`src/hdl/rhv_pkg.sv`:
```
package rhv_pkg;

	// Field widths
	localparam int unsigned HDR_BYTES_W = 16;
	localparam int unsigned CLEN_W      = 31;
	localparam int unsigned CFG_DATA_W  = 31;

	// Register indexes on the configuration port
	typedef logic [0:0] cfg_index_t;
	localparam cfg_index_t CFG_MAX_HEADER_BYTES   = 1'b0;
	localparam cfg_index_t CFG_MAX_CONTENT_LENGTH = 1'b1;

	// Register reset values
	localparam logic [HDR_BYTES_W-1:0] MAX_HEADER_BYTES_RST   = 16'd8192;
	localparam logic [CLEN_W-1:0]      MAX_CONTENT_LENGTH_RST = 31'd1048576;

	// Request kinds
	localparam logic REQ_DATA = 1'b0;
	localparam logic REQ_END  = 1'b1;

	// Verdict codes
	localparam logic VERDICT_OK  = 1'b0;
	localparam logic VERDICT_BAD = 1'b1;

	// One request: a header byte or the end of the connection
	typedef struct packed {
		logic       req_type;
		logic [7:0] data_byte;
	} req_t;

	// One verdict
	typedef struct packed {
		logic                   verdict;
		logic [CLEN_W-1:0]      content_length;
		logic [HDR_BYTES_W-1:0] header_bytes;
	} rsp_t;

endpackage

```
`src/hdl/request_header_validator.sv`:
```
// Channel | Direction | Handshake            | Payload
// req     | in        | req_valid, req_stall | rhv_pkg::req_t (req_type, data_byte)
// rsp     | out       | rsp_valid, rsp_stall | rhv_pkg::rsp_t (verdict, content_length,
//         |           |                      |   header_bytes)
// cfg     | in        | cfg_valid, cfg_ready | cfg_index, cfg_data
//
// One request per cycle while req_stall is low. A request is registered in an input stage,
// then parser logic updates the header state and, when a verdict is due, loads the output
// register.
// arst_n clears the parser state and loads the register defaults.
// req_stall rises only while a verdict waits in the output register and rsp_stall is high.
// cfg_ready is always high.
module request_header_validator (
	input  logic                          clk,
	input  logic                          arst_n,
	input  logic                          req_valid,
	output logic                          req_stall,
	input  rhv_pkg::req_t                 req,
	output logic                          rsp_valid,
	input  logic                          rsp_stall,
	output rhv_pkg::rsp_t                 rsp,
	input  logic                          cfg_valid,
	output logic                          cfg_ready,
	input  rhv_pkg::cfg_index_t           cfg_index,
	input  logic [rhv_pkg::CFG_DATA_W-1:0] cfg_data
);
	import rhv_pkg::*;

	typedef enum logic [3:0] {
		PH_POST, PH_WS1, PH_SKIP1, PH_MSG, PH_WS2, PH_SKIP2, PH_VER, PH_TAIL,
		PH_NAME, PH_OTHER, PH_HOST, PH_CLLEAD, PH_CLSIGN, PH_CLDIG, PH_CLTRL
	} phase_t;

	// Per-line parser state; err survives line boundaries
	typedef struct packed {
		phase_t      phase;
		logic [3:0]  kpos;
		logic [1:0]  cand;    // bit0 Host, bit1 Content-Length
		logic [1:0]  vflags;  // bit0 host value non-blank, bit1 minus sign
		logic [31:0] acc;
		logic        err;
	} line_t;

	localparam logic [31:0] ACC_SAT = 32'h8000_0000;
	localparam logic [7:0]  CH_CR    = 8'h0D;
	localparam logic [7:0]  CH_LF    = 8'h0A;
	localparam logic [7:0]  CH_COLON = 8'h3A;
	localparam logic [7:0]  CH_PLUS  = 8'h2B;
	localparam logic [7:0]  CH_MINUS = 8'h2D;
	localparam logic [7:0]  CH_NUL   = 8'h00;

	// Keywords, left aligned in 16 characters
	localparam logic [127:0] STR_POST = {"POST", 96'd0};
	localparam logic [127:0] STR_MSG  = {"message", 72'd0};
	localparam logic [127:0] STR_VER  = {"SIMPLE/1.0", 48'd0};
	localparam logic [127:0] STR_HOST = {"host", 96'd0};
	localparam logic [127:0] STR_CL   = {"content-length", 16'd0};
	localparam logic [3:0]   LEN_POST = 4'd4;
	localparam logic [3:0]   LEN_MSG  = 4'd7;
	localparam logic [3:0]   LEN_VER  = 4'd10;
	localparam logic [3:0]   LEN_HOST = 4'd4;
	localparam logic [3:0]   LEN_CL   = 4'd14;

	function automatic logic [7:0] ch_at(logic [127:0] s, logic [3:0] i);
		logic [3:0] r;
		r = 4'd15 - i;
		return s[{r, 3'b000} +: 8];
	endfunction

	function automatic logic is_ws(logic [7:0] c);
		return (c == 8'h20) || (c >= 8'h09 && c <= 8'h0D);
	endfunction

	function automatic logic is_digit(logic [7:0] c);
		return c >= 8'h30 && c <= 8'h39;
	endfunction

	function automatic logic [7:0] to_lower(logic [7:0] c);
		return (c >= 8'h41 && c <= 8'h5A) ? c + 8'h20 : c;
	endfunction

	// acc * 10 + digit, saturating at 2^31
	function automatic logic [31:0] add_digit(logic [31:0] acc, logic [7:0] c);
		logic [35:0] v;
		v = {1'b0, acc, 3'b000} + {3'b000, acc, 1'b0} + {32'd0, c[3:0]};
		return (v > {4'd0, ACC_SAT}) ? ACC_SAT : v[31:0];
	endfunction

	function automatic line_t match_kw(line_t s, logic [7:0] c, logic [127:0] word,
		logic [3:0] len, phase_t nxt);
		line_t n;
		n = s;
		if (s.kpos < len && c == ch_at(word, s.kpos)) begin
			n.kpos = s.kpos + 4'd1;
			if (n.kpos == len) begin
				n.phase = nxt;
				n.kpos  = 4'd0;
			end
		end else begin
			n.err = 1'b1;
		end
		return n;
	endfunction

	function automatic line_t clear_line(line_t s, logic first);
		line_t n;
		n        = s;
		n.phase  = first ? PH_POST : PH_NAME;
		n.kpos   = 4'd0;
		n.cand   = 2'b11;
		n.vflags = 2'b00;
		n.acc    = 32'd0;
		return n;
	endfunction

	// One byte through the line parser
	function automatic line_t feed(line_t s, logic [7:0] c);
		line_t n;
		line_t m;
		n = s;
		m = s;
		m.kpos = 4'd0;
		if (!s.err) begin
			if (c == CH_NUL) begin
				n.err = 1'b1;
			end else begin
				case (s.phase)
					PH_POST: n = match_kw(s, c, STR_POST, LEN_POST, PH_WS1);
					PH_WS1: begin
						if (is_ws(c)) n.phase = PH_SKIP1;
						else n.err = 1'b1;
					end
					PH_SKIP1: begin
						if (!is_ws(c)) begin
							m.phase = PH_MSG;
							n = match_kw(m, c, STR_MSG, LEN_MSG, PH_WS2);
						end
					end
					PH_MSG: n = match_kw(s, c, STR_MSG, LEN_MSG, PH_WS2);
					PH_WS2: begin
						if (is_ws(c)) n.phase = PH_SKIP2;
						else n.err = 1'b1;
					end
					PH_SKIP2: begin
						if (!is_ws(c)) begin
							m.phase = PH_VER;
							n = match_kw(m, c, STR_VER, LEN_VER, PH_TAIL);
						end
					end
					PH_VER: n = match_kw(s, c, STR_VER, LEN_VER, PH_TAIL);
					PH_TAIL: begin
						if (!is_ws(c)) n.err = 1'b1;
					end
					PH_NAME: begin
						if (c == CH_COLON) begin
							if (s.cand[0] && s.kpos == LEN_HOST) n.phase = PH_HOST;
							else if (s.cand[1] && s.kpos == LEN_CL) n.phase = PH_CLLEAD;
							else n.phase = PH_OTHER;
						end else begin
							if (s.kpos >= LEN_HOST || to_lower(c) != ch_at(STR_HOST, s.kpos))
								n.cand[0] = 1'b0;
							if (s.kpos >= LEN_CL || to_lower(c) != ch_at(STR_CL, s.kpos))
								n.cand[1] = 1'b0;
							if (s.kpos != 4'd15) n.kpos = s.kpos + 4'd1;
						end
					end
					PH_OTHER: ;
					PH_HOST: begin
						if (!is_ws(c)) n.vflags[0] = 1'b1;
					end
					PH_CLLEAD: begin
						if (!is_ws(c)) begin
							if (c == CH_PLUS) begin
								n.phase = PH_CLSIGN;
							end else if (c == CH_MINUS) begin
								n.vflags[1] = 1'b1;
								n.phase     = PH_CLSIGN;
							end else if (is_digit(c)) begin
								n.acc   = add_digit(s.acc, c);
								n.phase = PH_CLDIG;
							end else begin
								n.err = 1'b1;
							end
						end
					end
					PH_CLSIGN: begin
						if (is_digit(c)) begin
							n.acc   = add_digit(s.acc, c);
							n.phase = PH_CLDIG;
						end else begin
							n.err = 1'b1;
						end
					end
					PH_CLDIG: begin
						if (is_digit(c)) n.acc = add_digit(s.acc, c);
						else if (is_ws(c)) n.phase = PH_CLTRL;
						else n.err = 1'b1;
					end
					PH_CLTRL: begin
						if (!is_ws(c)) n.err = 1'b1;
					end
					default: n.err = 1'b1;
				endcase
			end
		end
		return n;
	endfunction

	// Configuration registers
	logic [HDR_BYTES_W-1:0] max_hdr_q;
	logic [CLEN_W-1:0]      max_cl_q;

	// Input stage
	logic valid_s1;
	req_t req_s1;

	// Request state
	logic [HDR_BYTES_W-1:0] cnt_q;
	logic [1:0]             tp_q;
	logic                   first_q;
	line_t                  line_q;
	logic                   host_q;
	logic                   len_q;
	logic [CLEN_W-1:0]      stored_q;

	// Output register
	logic out_valid_q;
	rsp_t out_q;

	// Next state
	logic [HDR_BYTES_W-1:0] cnt_d;
	logic [1:0]             tp_d;
	logic                   first_d;
	line_t                  line_d;
	logic                   host_d;
	logic                   len_d;
	logic [CLEN_W-1:0]      stored_d;
	logic                   emit;
	rsp_t                   rsp_d;

	logic s1_go;
	logic s1_fire;
	logic [HDR_BYTES_W-1:0] cnt_inc;
	logic                   pending;
	logic                   bad;
	line_t                  ln;

	assign s1_go     = !out_valid_q || !rsp_stall;
	assign s1_fire   = valid_s1 && s1_go;
	assign req_stall = valid_s1 && !s1_go;
	assign cfg_ready = 1'b1;
	assign rsp_valid = out_valid_q;
	assign rsp       = out_q;

	assign cnt_inc = cnt_q + 16'd1;
	assign pending = (tp_q == 2'd1) || (tp_q == 2'd3);

	// Parser step for the request in the input stage
	always_comb begin
		cnt_d    = cnt_q;
		tp_d     = tp_q;
		first_d  = first_q;
		line_d   = line_q;
		host_d   = host_q;
		len_d    = len_q;
		stored_d = stored_q;
		emit     = 1'b0;
		bad      = VERDICT_BAD;
		ln       = line_q;
		rsp_d.header_bytes = cnt_inc;

		if (req_s1.req_type == REQ_END) begin
			emit = 1'b1;
			rsp_d.header_bytes = cnt_q;
		end else begin
			cnt_d = cnt_inc;
			if (pending && req_s1.data_byte == CH_LF) begin
				if (tp_q == 2'd3) begin
					emit = 1'b1;
					bad  = line_q.err || !host_q || !len_q;
				end else begin
					// End of a header line
					if (!line_q.err) begin
						case (line_q.phase)
							PH_TAIL, PH_OTHER: ;
							PH_HOST: begin
								if (line_q.vflags[0]) host_d = 1'b1;
								else ln.err = 1'b1;
							end
							PH_CLDIG, PH_CLTRL: begin
								if ((line_q.vflags[1] && line_q.acc != 32'd0) ||
									line_q.acc > {1'b0, max_cl_q}) begin
									ln.err = 1'b1;
								end else begin
									stored_d = line_q.acc[CLEN_W-1:0];
									len_d    = 1'b1;
								end
							end
							default: ln.err = 1'b1;
						endcase
					end
					first_d = 1'b0;
					line_d  = clear_line(ln, 1'b0);
					tp_d    = 2'd2;
				end
			end else begin
				// A held CR that is not part of a line break counts as whitespace
				if (pending) ln = feed(line_q, CH_CR);
				if (req_s1.data_byte == CH_CR) begin
					tp_d   = (tp_q == 2'd2) ? 2'd3 : 2'd1;
					line_d = ln;
				end else begin
					line_d = feed(ln, req_s1.data_byte);
					tp_d   = 2'd0;
				end
			end
			// Byte cap, unless the terminator already closed the request
			if (!emit && cnt_inc >= max_hdr_q) emit = 1'b1;
		end

		rsp_d.verdict        = bad;
		rsp_d.content_length = (bad == VERDICT_BAD) ? '0 : stored_d;

		// A verdict starts a new request
		if (emit) begin
			cnt_d    = '0;
			tp_d     = 2'd0;
			first_d  = 1'b1;
			host_d   = 1'b0;
			len_d    = 1'b0;
			stored_d = '0;
			line_d   = clear_line('0, 1'b1);
		end
	end

	// Configuration writes
	always_ff @(posedge clk or negedge arst_n) begin
		if (!arst_n) begin
			max_hdr_q <= MAX_HEADER_BYTES_RST;
			max_cl_q  <= MAX_CONTENT_LENGTH_RST;
		end else if (cfg_valid && cfg_ready) begin
			case (cfg_index)
				CFG_MAX_HEADER_BYTES:   max_hdr_q <= cfg_data[HDR_BYTES_W-1:0];
				CFG_MAX_CONTENT_LENGTH: max_cl_q  <= cfg_data[CLEN_W-1:0];
				default: ;
			endcase
		end
	end

	// Input stage
	always_ff @(posedge clk or negedge arst_n) begin
		if (!arst_n) begin
			valid_s1 <= 1'b0;
		end else if (!req_stall) begin
			valid_s1 <= req_valid;
		end
	end

	always_ff @(posedge clk) begin
		if (req_valid && !req_stall) req_s1 <= req;
	end

	// Request state
	always_ff @(posedge clk or negedge arst_n) begin
		if (!arst_n) begin
			cnt_q    <= '0;
			tp_q     <= 2'd0;
			first_q  <= 1'b1;
			line_q   <= clear_line('0, 1'b1);
			host_q   <= 1'b0;
			len_q    <= 1'b0;
			stored_q <= '0;
		end else if (s1_fire) begin
			cnt_q    <= cnt_d;
			tp_q     <= tp_d;
			first_q  <= first_d;
			line_q   <= line_d;
			host_q   <= host_d;
			len_q    <= len_d;
			stored_q <= stored_d;
		end
	end

	// Output register
	always_ff @(posedge clk or negedge arst_n) begin
		if (!arst_n) begin
			out_valid_q <= 1'b0;
		end else if (s1_fire && emit) begin
			out_valid_q <= 1'b1;
		end else if (!rsp_stall) begin
			out_valid_q <= 1'b0;
		end
	end

	always_ff @(posedge clk) begin
		if (s1_fire && emit) out_q <= rsp_d;
	end

`ifndef NO_ASSERTIONS
	// Every verdict returns the parser to the start of a request
	a_emit_clears: assert property (@(posedge clk) disable iff (!arst_n)
		s1_fire && emit |=> cnt_q == '0 && first_q && !host_q && !len_q && tp_q == 2'd0)
		else $error("parser state not cleared after verdict");

	// The input side backs up only behind a held verdict
	a_stall_cause: assert property (@(posedge clk) disable iff (!arst_n)
		req_stall |-> out_valid_q && rsp_stall)
		else $error("input stalled without a held verdict");

	// An accepted request carries both headers and a length within the limit
	a_accept_ok: assert property (@(posedge clk) disable iff (!arst_n)
		s1_fire && emit && rsp_d.verdict == VERDICT_OK |->
			host_q && len_q && !line_q.err && rsp_d.content_length <= max_cl_q)
		else $error("accepted request fails header checks");

	// The length accumulator saturates
	a_acc_sat: assert property (@(posedge clk) disable iff (!arst_n)
		line_q.acc <= ACC_SAT)
		else $error("length accumulator past saturation");

	// A rejected request reports no length
	a_bad_zero: assert property (@(posedge clk) disable iff (!arst_n)
		s1_fire && emit && rsp_d.verdict == VERDICT_BAD |=> out_q.content_length == '0)
		else $error("length reported on bad request");
`endif

endmodule
```
`config.mk`:
```
export PLATFORM = sky130hd
export DESIGN_NAME = request_header_validator
export DESIGN_NICKNAME = d
export VERILOG_FILES = /design/src/hdl/rhv_pkg.sv /design/src/hdl/request_header_validator.sv
export SDC_FILE = /design/constraint.sdc
export NUM_CORES = 1
export LEC_CHECK = 0
export BUFFER_PORTS_ARGS = -buffer_cell sky130_fd_sc_hd__buf_4
export CAP_MARGIN = 20
export CORE_ASPECT_RATIO = 1.25
export CORE_MARGIN = 2
export CORE_UTILIZATION = 23
export CTS_CLUSTER_DIAMETER = 150
export DETAILED_ROUTE_END_ITERATION = 10
export PLACE_DENSITY = 0.46
export SLEW_MARGIN = 15
export SYNTH_ARGS = -nofsm -noshare
export SYNTH_HDL_FRONTEND = slang
export SYNTH_SLANG_ARGS = --single-unit
```
`constraint.sdc`:
```
create_clock -name clk -period 12.97 [get_ports clk]
set_input_delay 1.297 -clock clk [delete_from_list [all_inputs] [get_ports clk]]
set_output_delay 1.297 -clock clk [all_outputs]
set_load 0.01 [all_outputs]
```
==> flow_summary.toml, run 1 <==
[route]
ant_nets = 0
drc = 0
routed-via-count = 11715
drt_iter0_drc = 866
dr.pass1.iters = 5
wl_per_cell_um = 18.6
routed_wl_um = 43800
routed_via_density = 4.99

[power_and_ir_drop]
combPwrFrac_pct = 15.9
clock_power_share_pct = 41.3
p_int_mw = 1.19
switching_share_pct = 28.9
seq_power_share_pct = 42.9
ir_drop_uv = 92.3
netSwitchingPower_uw = 485
power-per-cell-area_nw_per_um2 = 103
power_leakage_nw = 7.16
power_mw = 1.68

[timing]
timing.final.crit_period_ns = 5.43
worst_pin_slew_ns = 1.13
timing.final.ws_setup_ns = 7.54
finalSetupViolations = 0
finalHoldWorstSlack_ns = 0.505
skew_ns = 0.0153
fmax_mhz = 184
final-hold-violation-count = 0
slew_violations = 0
grt_setup_unrepaired = "false"
setup_tns_ns = 0
relSlewSlack_pct = 23.5
finalCritPeriodShare_pct = 41.9

[floorplan]
num_io_pins = 97
dieHeight_um = 280
start_util_pct = 23.1
coreArea_um2 = 60500
dieArea_um2 = 62900
die_x_um = 225
rows = 101

[critical_path]
cp-start-kind = "flop"
worst-path-stages = 21
endpoint_kind = "flop"
slowest_stage = "or4b_1"
crit_end = "line_q[27]"
reg2reg_from = "cnt_q[0]"
reg2reg_depth = 21
critPathBufInv = 2
cp.arrival_ns = 5.89
cp-startpoint = "cnt_q[0]"
worst-path-max-fanout = 17
worstPathRequired_ns = 13.43
crit_top_cell = "nor2_1"
rr_endpoint = "line_q[27]"
critPathMaxStageDelay_ns = 0.85
path_cells = "ha_1 > nand3_1 > nor2_1 > and3_1 > and3_1 > nand3_1 > nor2_1 > xor2_1 > ha_1 > a21oi_1 > o211ai_1 > a21oi_1 > o21a_1 > o31ai_2 > buf_4 > or2_2 > nor2_1 > nand2_1 > or4b_1 > buf_8 > o21ai_0"
path_delay_family = "simple AND/OR/NAND/NOR gates"
regToRegSetupSlack_ns = 7.54
critical_path_class = "reg -> reg"

[clock_tree]
htreeDepth = 1
cts_sinks = 202
cts_root_buffer = "clkbuf_16"
cts_setup_buffers = 0
cts_hold_buffers = 0
clk_latency_ns = 0.54
clk_pin_slew_ns = 0.06
cts_tree = "done"
cts-buffers-inserted = 25
clockBufferDepth = 3
cts_resized = 0

[global_routing]
track_usage_pct = 13.7
antenna_found_initial = 0
grt_max_degree = 92
grt_pass1_wl_um = 69100
grt_overflow = 0
grt_pass1_vias = 11744

[logic_synthesis]
yosys-top-cells-count = "141 x dfrtp_1, 139 x nand2_1, 124 x ha_1, 109 x nor2_1, 101 x o21ai_0"
synth_edf_count = 57
synth.area.top_cells = "dfrtp_1 25%, edfxtp_1 12%, ha_1 11%"
synth_warnings = 0
synth_top_area_share_pct = 25.2
netlist_area_um2 = 14000
ys_ff_latch = 202
yosysTopAreaCell = "dfrtp_1"
async_flop_share_pct = 71.8
seq_area_frac_synth_pct = 38.1
synth-main-ff-cell = "dfrtp_1"
synth.most_common_cell = "dfrtp_1"
avgSynthCellArea_um2 = 9.28
yosys.cell_types.count = 86
syn_nets = 1681
synth_cells = 1509

[placed_design]
dp_slack_ns = 7.37
gp_congestion = 0.904
dp_hpwl_um = 32000
port_buffers = 95

[final_layout]
antenna_cells = 0
fin_util_pct = 26.9
nNetsFinal = 1731
fillers = 6395
drive_above_1_share_pct = 14.1
area_growth_pct = 16.3

[outcome]
outcome = "complete, no violations"

[min_path]
hp-class = "reg -> reg"

[flow_run]
drv_cap = 0
[cells in the final DEF, fill, tap and decap left out, drive strengths merged, types with 6 or more instances in the layout]
| cell | Yosys | routed |
|---|---|---|
| nor4 | 23 | 23 |
| a21oi | 87 | 87 |
| xnor2 | 38 | 38 |
| o31ai | 18 | 18 |
| or2 | 8 | 8 |
| or4 | 8 | 8 |
| a2111oi | 7 | 7 |
| a22o | 32 | 32 |
| o211ai | 7 | 7 |
| or3 | 7 | 7 |
| buf | 21 | 112 |
| nor2b | 18 | 18 |
| nand4 | 24 | 24 |
| mux2 | 34 | 34 |
| dfrtp | 141 | 141 |
| o2bb2ai | 6 | 6 |
| nand2 | 140 | 140 |
| a31o | 6 | 6 |
| nor3b | 7 | 7 |
| a211oi | 9 | 9 |
| clkinv | 0 | 6 |
| nor2 | 109 | 109 |
| edfxtp | 57 | 57 |
| inv | 77 | 79 |
| clkbuf | 68 | 31 |
| ha | 124 | 124 |
| a21o | 36 | 36 |
| nand3 | 50 | 50 |
| o21ai | 106 | 106 |
| nor3 | 30 | 30 |
| mux2i | 37 | 37 |
| and4 | 6 | 6 |
| a31oi | 19 | 19 |
| nand2b | 17 | 17 |
| xor2 | 32 | 32 |
| o21a | 7 | 7 |
| and2 | 7 | 7 |
| and3 | 8 | 8 |
[worst register-to-register path, delay by kind of cell, from the launching register on]
kind	cells	cell delay (ns)
and+or+nand+nor	10	2.88
DFF	1	0.44
xor gates and xnor gates	1	0.20
buffers and inverters	2	0.48
adders and majority gates	2	0.53
AOI/OAI and AO/OA	6	0.82
[cells by family (layout without fill, tap and decap cells)]
| kind of cell | Yosys count | in the layout | share of synthesized area, % |
|---|---|---|---|
| xor gates and xnor gates | 71 | 71 | 4.54 |
| other | 1 | 1 | 0.0268 |
| buffers and inverters | 166 | 235 | 4.70 |
| AOI/OAI and AO/OA | 395 | 395 | 18.7 |
| and+or+nand+nor | 477 | 477 | 17.1 |
| muxes | 71 | 71 | 5.46 |
| adders and majority gates | 126 | 126 | 11.4 |
| DFF | 202 | 202 | 38.1 |
[state kept, by name, indices dropped and copies added (netlist names)]
register   count
rsp_valid      1
stored_q      31
tp_q           2
cnt_q         16
host_q         1
req_s1         9
rsp           48
max_hdr_q     16
len_q          1
max_cl_q      31
valid_s1       1
line_q        45
[worst min path at each step]
stage,slack [ns],startpoint,to,cells past startpoint
3_3_place_gp,0.49,len_q,len_q,2
5_1_grt,0.52,stored_q[25],stored_q[25],1
2_1_floorplan,0.46,line_q[34],line_q[34],2
6_report,0.50,stored_q[3],stored_q[3],1
4_1_cts,0.51,stored_q[13],stored_q[13],1
3_5_place_dp,0.49,stored_q[23],stored_q[23],1
[metal layers]
layer	part of all wire [%]	GRT usage (%)
met5	0	0
met4	1.6	2.89
met3	3.9	1.66
met2	51	24.8
met1	44	17.5
[layout make-up]
| type | count | area [µm²] | share of cell area [%] |
|---|---|---|---|
| flip-flops and latches | 202 | 5350 | 32.8 |
| inverters | 77 | 289 | 1.77 |
| clock buffers | 31 | 658 | 4.04 |
| clock inverters | 15 | 146 | 0.898 |
| well taps | 772 | 966 | 5.93 |
| repair buffers | 112 | 852 | 5.23 |
| multi-input cells | 1141 | 8040 | 49.3 |
[power groups by stage]
stage	Sequential [mW]	Combinational, mW	Clock [mW]
4_1_cts	0.720	0.269	0.716
2_1_floorplan	0.722	0.178	0
5_1_grt	0.725	0.299	0.743
3_5_place_dp	0.732	0.267	0
3_3_place_gp	0.731	0.266	0
6_report	0.720	0.266	0.693
[stage by stage]
stage / instance area (µm²) / cells
final: 16300 / 2350
after detailed placement: 15500 / 2303
after global placement: 15500 / 2303
after floorplan: 14000 / 1509
after CTS: 16300 / 2349
after global routing: 16300 / 2350
(Power assumes the default switching activity.)
==> run 2, diff against run 1 <==
Clock period 12.97 ns to 5.4 ns, I/O delays scaled along.
==> flow_summary.toml, run 2 (synthesis gave the netlist of run 1 again) <==
[outcome]
outcome = "complete, no violations"

[timing]
grt_setup_unrepaired = "false"
skew_ns = 0.0135
final-hold-violation-count = 0
setup_tns_ns = 0
worst_pin_slew_ns = 1.03
finalCritPeriodShare_pct = 89.5
finalSetupViolations = 0
relSlewSlack_pct = 31.6
slew_violations = 0
fmax_mhz = 207
timing.final.crit_period_ns = 4.83

[final_layout]
fin_util_pct = 27.5
drive_above_1_share_pct = 15.7
largest_register_ffs = 48
final_common_cell = "dfrtp_1"
multi_input_area_um2 = 8040
antenna_cells = 0
ff_latch_area_um2 = 5350
nNetsFinal = 1761
area_growth_pct = 18.7
mostFrequentLayoutCells = "141 x dfrtp_1, 140 x buf_4, 139 x nand2_1, 124 x ha_1, 108 x nor2_1"
fillers = 6408

[clock_tree]
clk_latency_ns = 0.55
cts_setup_buffers = 0
cts_resized = 0
htreeDepth = 1
cts_hold_buffers = 0
cts_root_buffer = "clkbuf_16"
cts_tree = "done"
clk_pin_slew_ns = 0.06
clockBufferDepth = 3
cts-buffers-inserted = 26
cts_sinks = 202

[power_and_ir_drop]
netSwitchingPower_mw = 1.16
combPwrFrac_pct = 15.2
switching_share_pct = 27.3
seq_power_share_pct = 40.3
power_leakage_nw = 7.38
power-per-cell-area_nw_per_um2 = 257
p_int_mw = 3.11
ir_drop_uv = 193
clock_power_share_pct = 44.4

[critical_path]
reg2reg_depth = 20
slowest_stage = "or4b_1"
cp.arrival_ns = 5.29
path_cells = "ha_1 > nand3_1 > nor2_1 > and3_1 > and3_1 > nand3_1 > nor2_1 > xor2_1 > ha_1 > a21oi_1 > o211ai_1 > a21oi_1 > o21a_1 > o31ai_2 > or2_2 > nor2_1 > nand2_1 > or4b_1 > buf_4 > o31ai_1"
reg2reg_from = "cnt_q[0]"
worst-path-max-fanout = 31
rr_endpoint = "line_q[8]"
worstPathRequired_ns = 5.86
regToRegSetupSlack_ns = 0.57
crit_top_cell = "nor2_1"
cp-start-kind = "flop"
cp-startpoint = "cnt_q[0]"
critical_path_class = "reg -> reg"
critPathMaxStageDelay_ns = 0.55
endpoint_kind = "flop"

[route]
drt_iter0_drc = 766
ant_nets = 0
routed_via_density = 4.93
routed-via-count = 11740
drc = 0
wl_per_cell_um = 18.6
routed_wl_um = 44300
dr.pass1.iters = 6

[floorplan]
dieArea_um2 = 62900
rows = 101
start_util_pct = 23.1
dieHeight_um = 280
die_x_um = 225
num_io_pins = 97
coreArea_um2 = 60500

[global_routing]
antenna_found_initial = 0
grt_max_degree = 90
grt.busiest_layer = "met2"
gr-usage-met2_pct = 25.1
grt_use_met1_pct = 17.2
met3_usage_pct = 1.43
grt_pass1_wl_um = 68800
track_usage_pct = 13.9
grt_pass1_vias = 11687
grt_overflow = 0

[placed_design]
gp_congestion = 0.917
dp_hpwl_um = 33100
port_buffers = 95

[min_path]
hp-class = "in -> async"

[flow_run]
drv_cap = 0
==> run 2: cell type report <==
type,count,share of cell area (%)
multi-input combinational,1141,48.3
sequential,202,32.1
tap,772,5.81
clock buffer,38,4.49
timing repair buffer,141,6.39
clock inverter,10,1.10
inverter,77,1.74
==> run 2: how the worst max path moves through the flow <==
| stage | endpoint | slack, ns | cells after the start |
|---|---|---|---|
| after detailed placement | line_q[8] | 0.55 | 20 |
| after CTS | line_q[8] | 0.51 | 20 |
| after global placement | line_q[8] | 0.65 | 20 |
| final | line_q[8] | 0.57 | 20 |
| after global routing | line_q[8] | 0.11 | 20 |
| after floorplan | rsp[0] | 0.17 | 14 |
==> run 2: routing by layer <==
metal	vias up	share of wire, %
li1	5691	-
met3	80	3.2
met5	-	0
met2	261	51
met4	0	3.3
met1	5708	43
==> run 2: critical path: cells and delay by family (launching register included) <==
family                     cells  cell delay, ns
and+or+nand+nor               10            2.52
adders and majority gates      2            0.52
DFF                            1            0.44
xor gates and xnor gates       1            0.16
AOI/OAI and AO/OA              6            0.87
buffers and inverters          1            0.24
==> run 2: power groups by stage <==
stage	clock, mW	sequential, mW	combinational, mW
6_report	1.90	1.72	0.651
5_1_grt	2.01	1.73	0.726
4_1_cts	1.95	1.72	0.657
3_5_place_dp	0	1.75	0.654
3_3_place_gp	0	1.75	0.649
2_1_floorplan	0	1.73	0.429
==> run 2: metrics by stage <==
step                setup slack, ns  hold WS, ns  power (mW)  instance area, µm²  cells
finish                        0.567       0.0610        4.27               16600   2381
global route                  0.112        0.124        4.47               16600   2381
CTS                           0.509        0.123        4.33               16600   2381
detailed placement            0.549        0.490        2.40               15700   2333
global placement              0.650        0.486        2.40               15700   2333
floorplan                     0.169        0.244        2.16               14000   1509
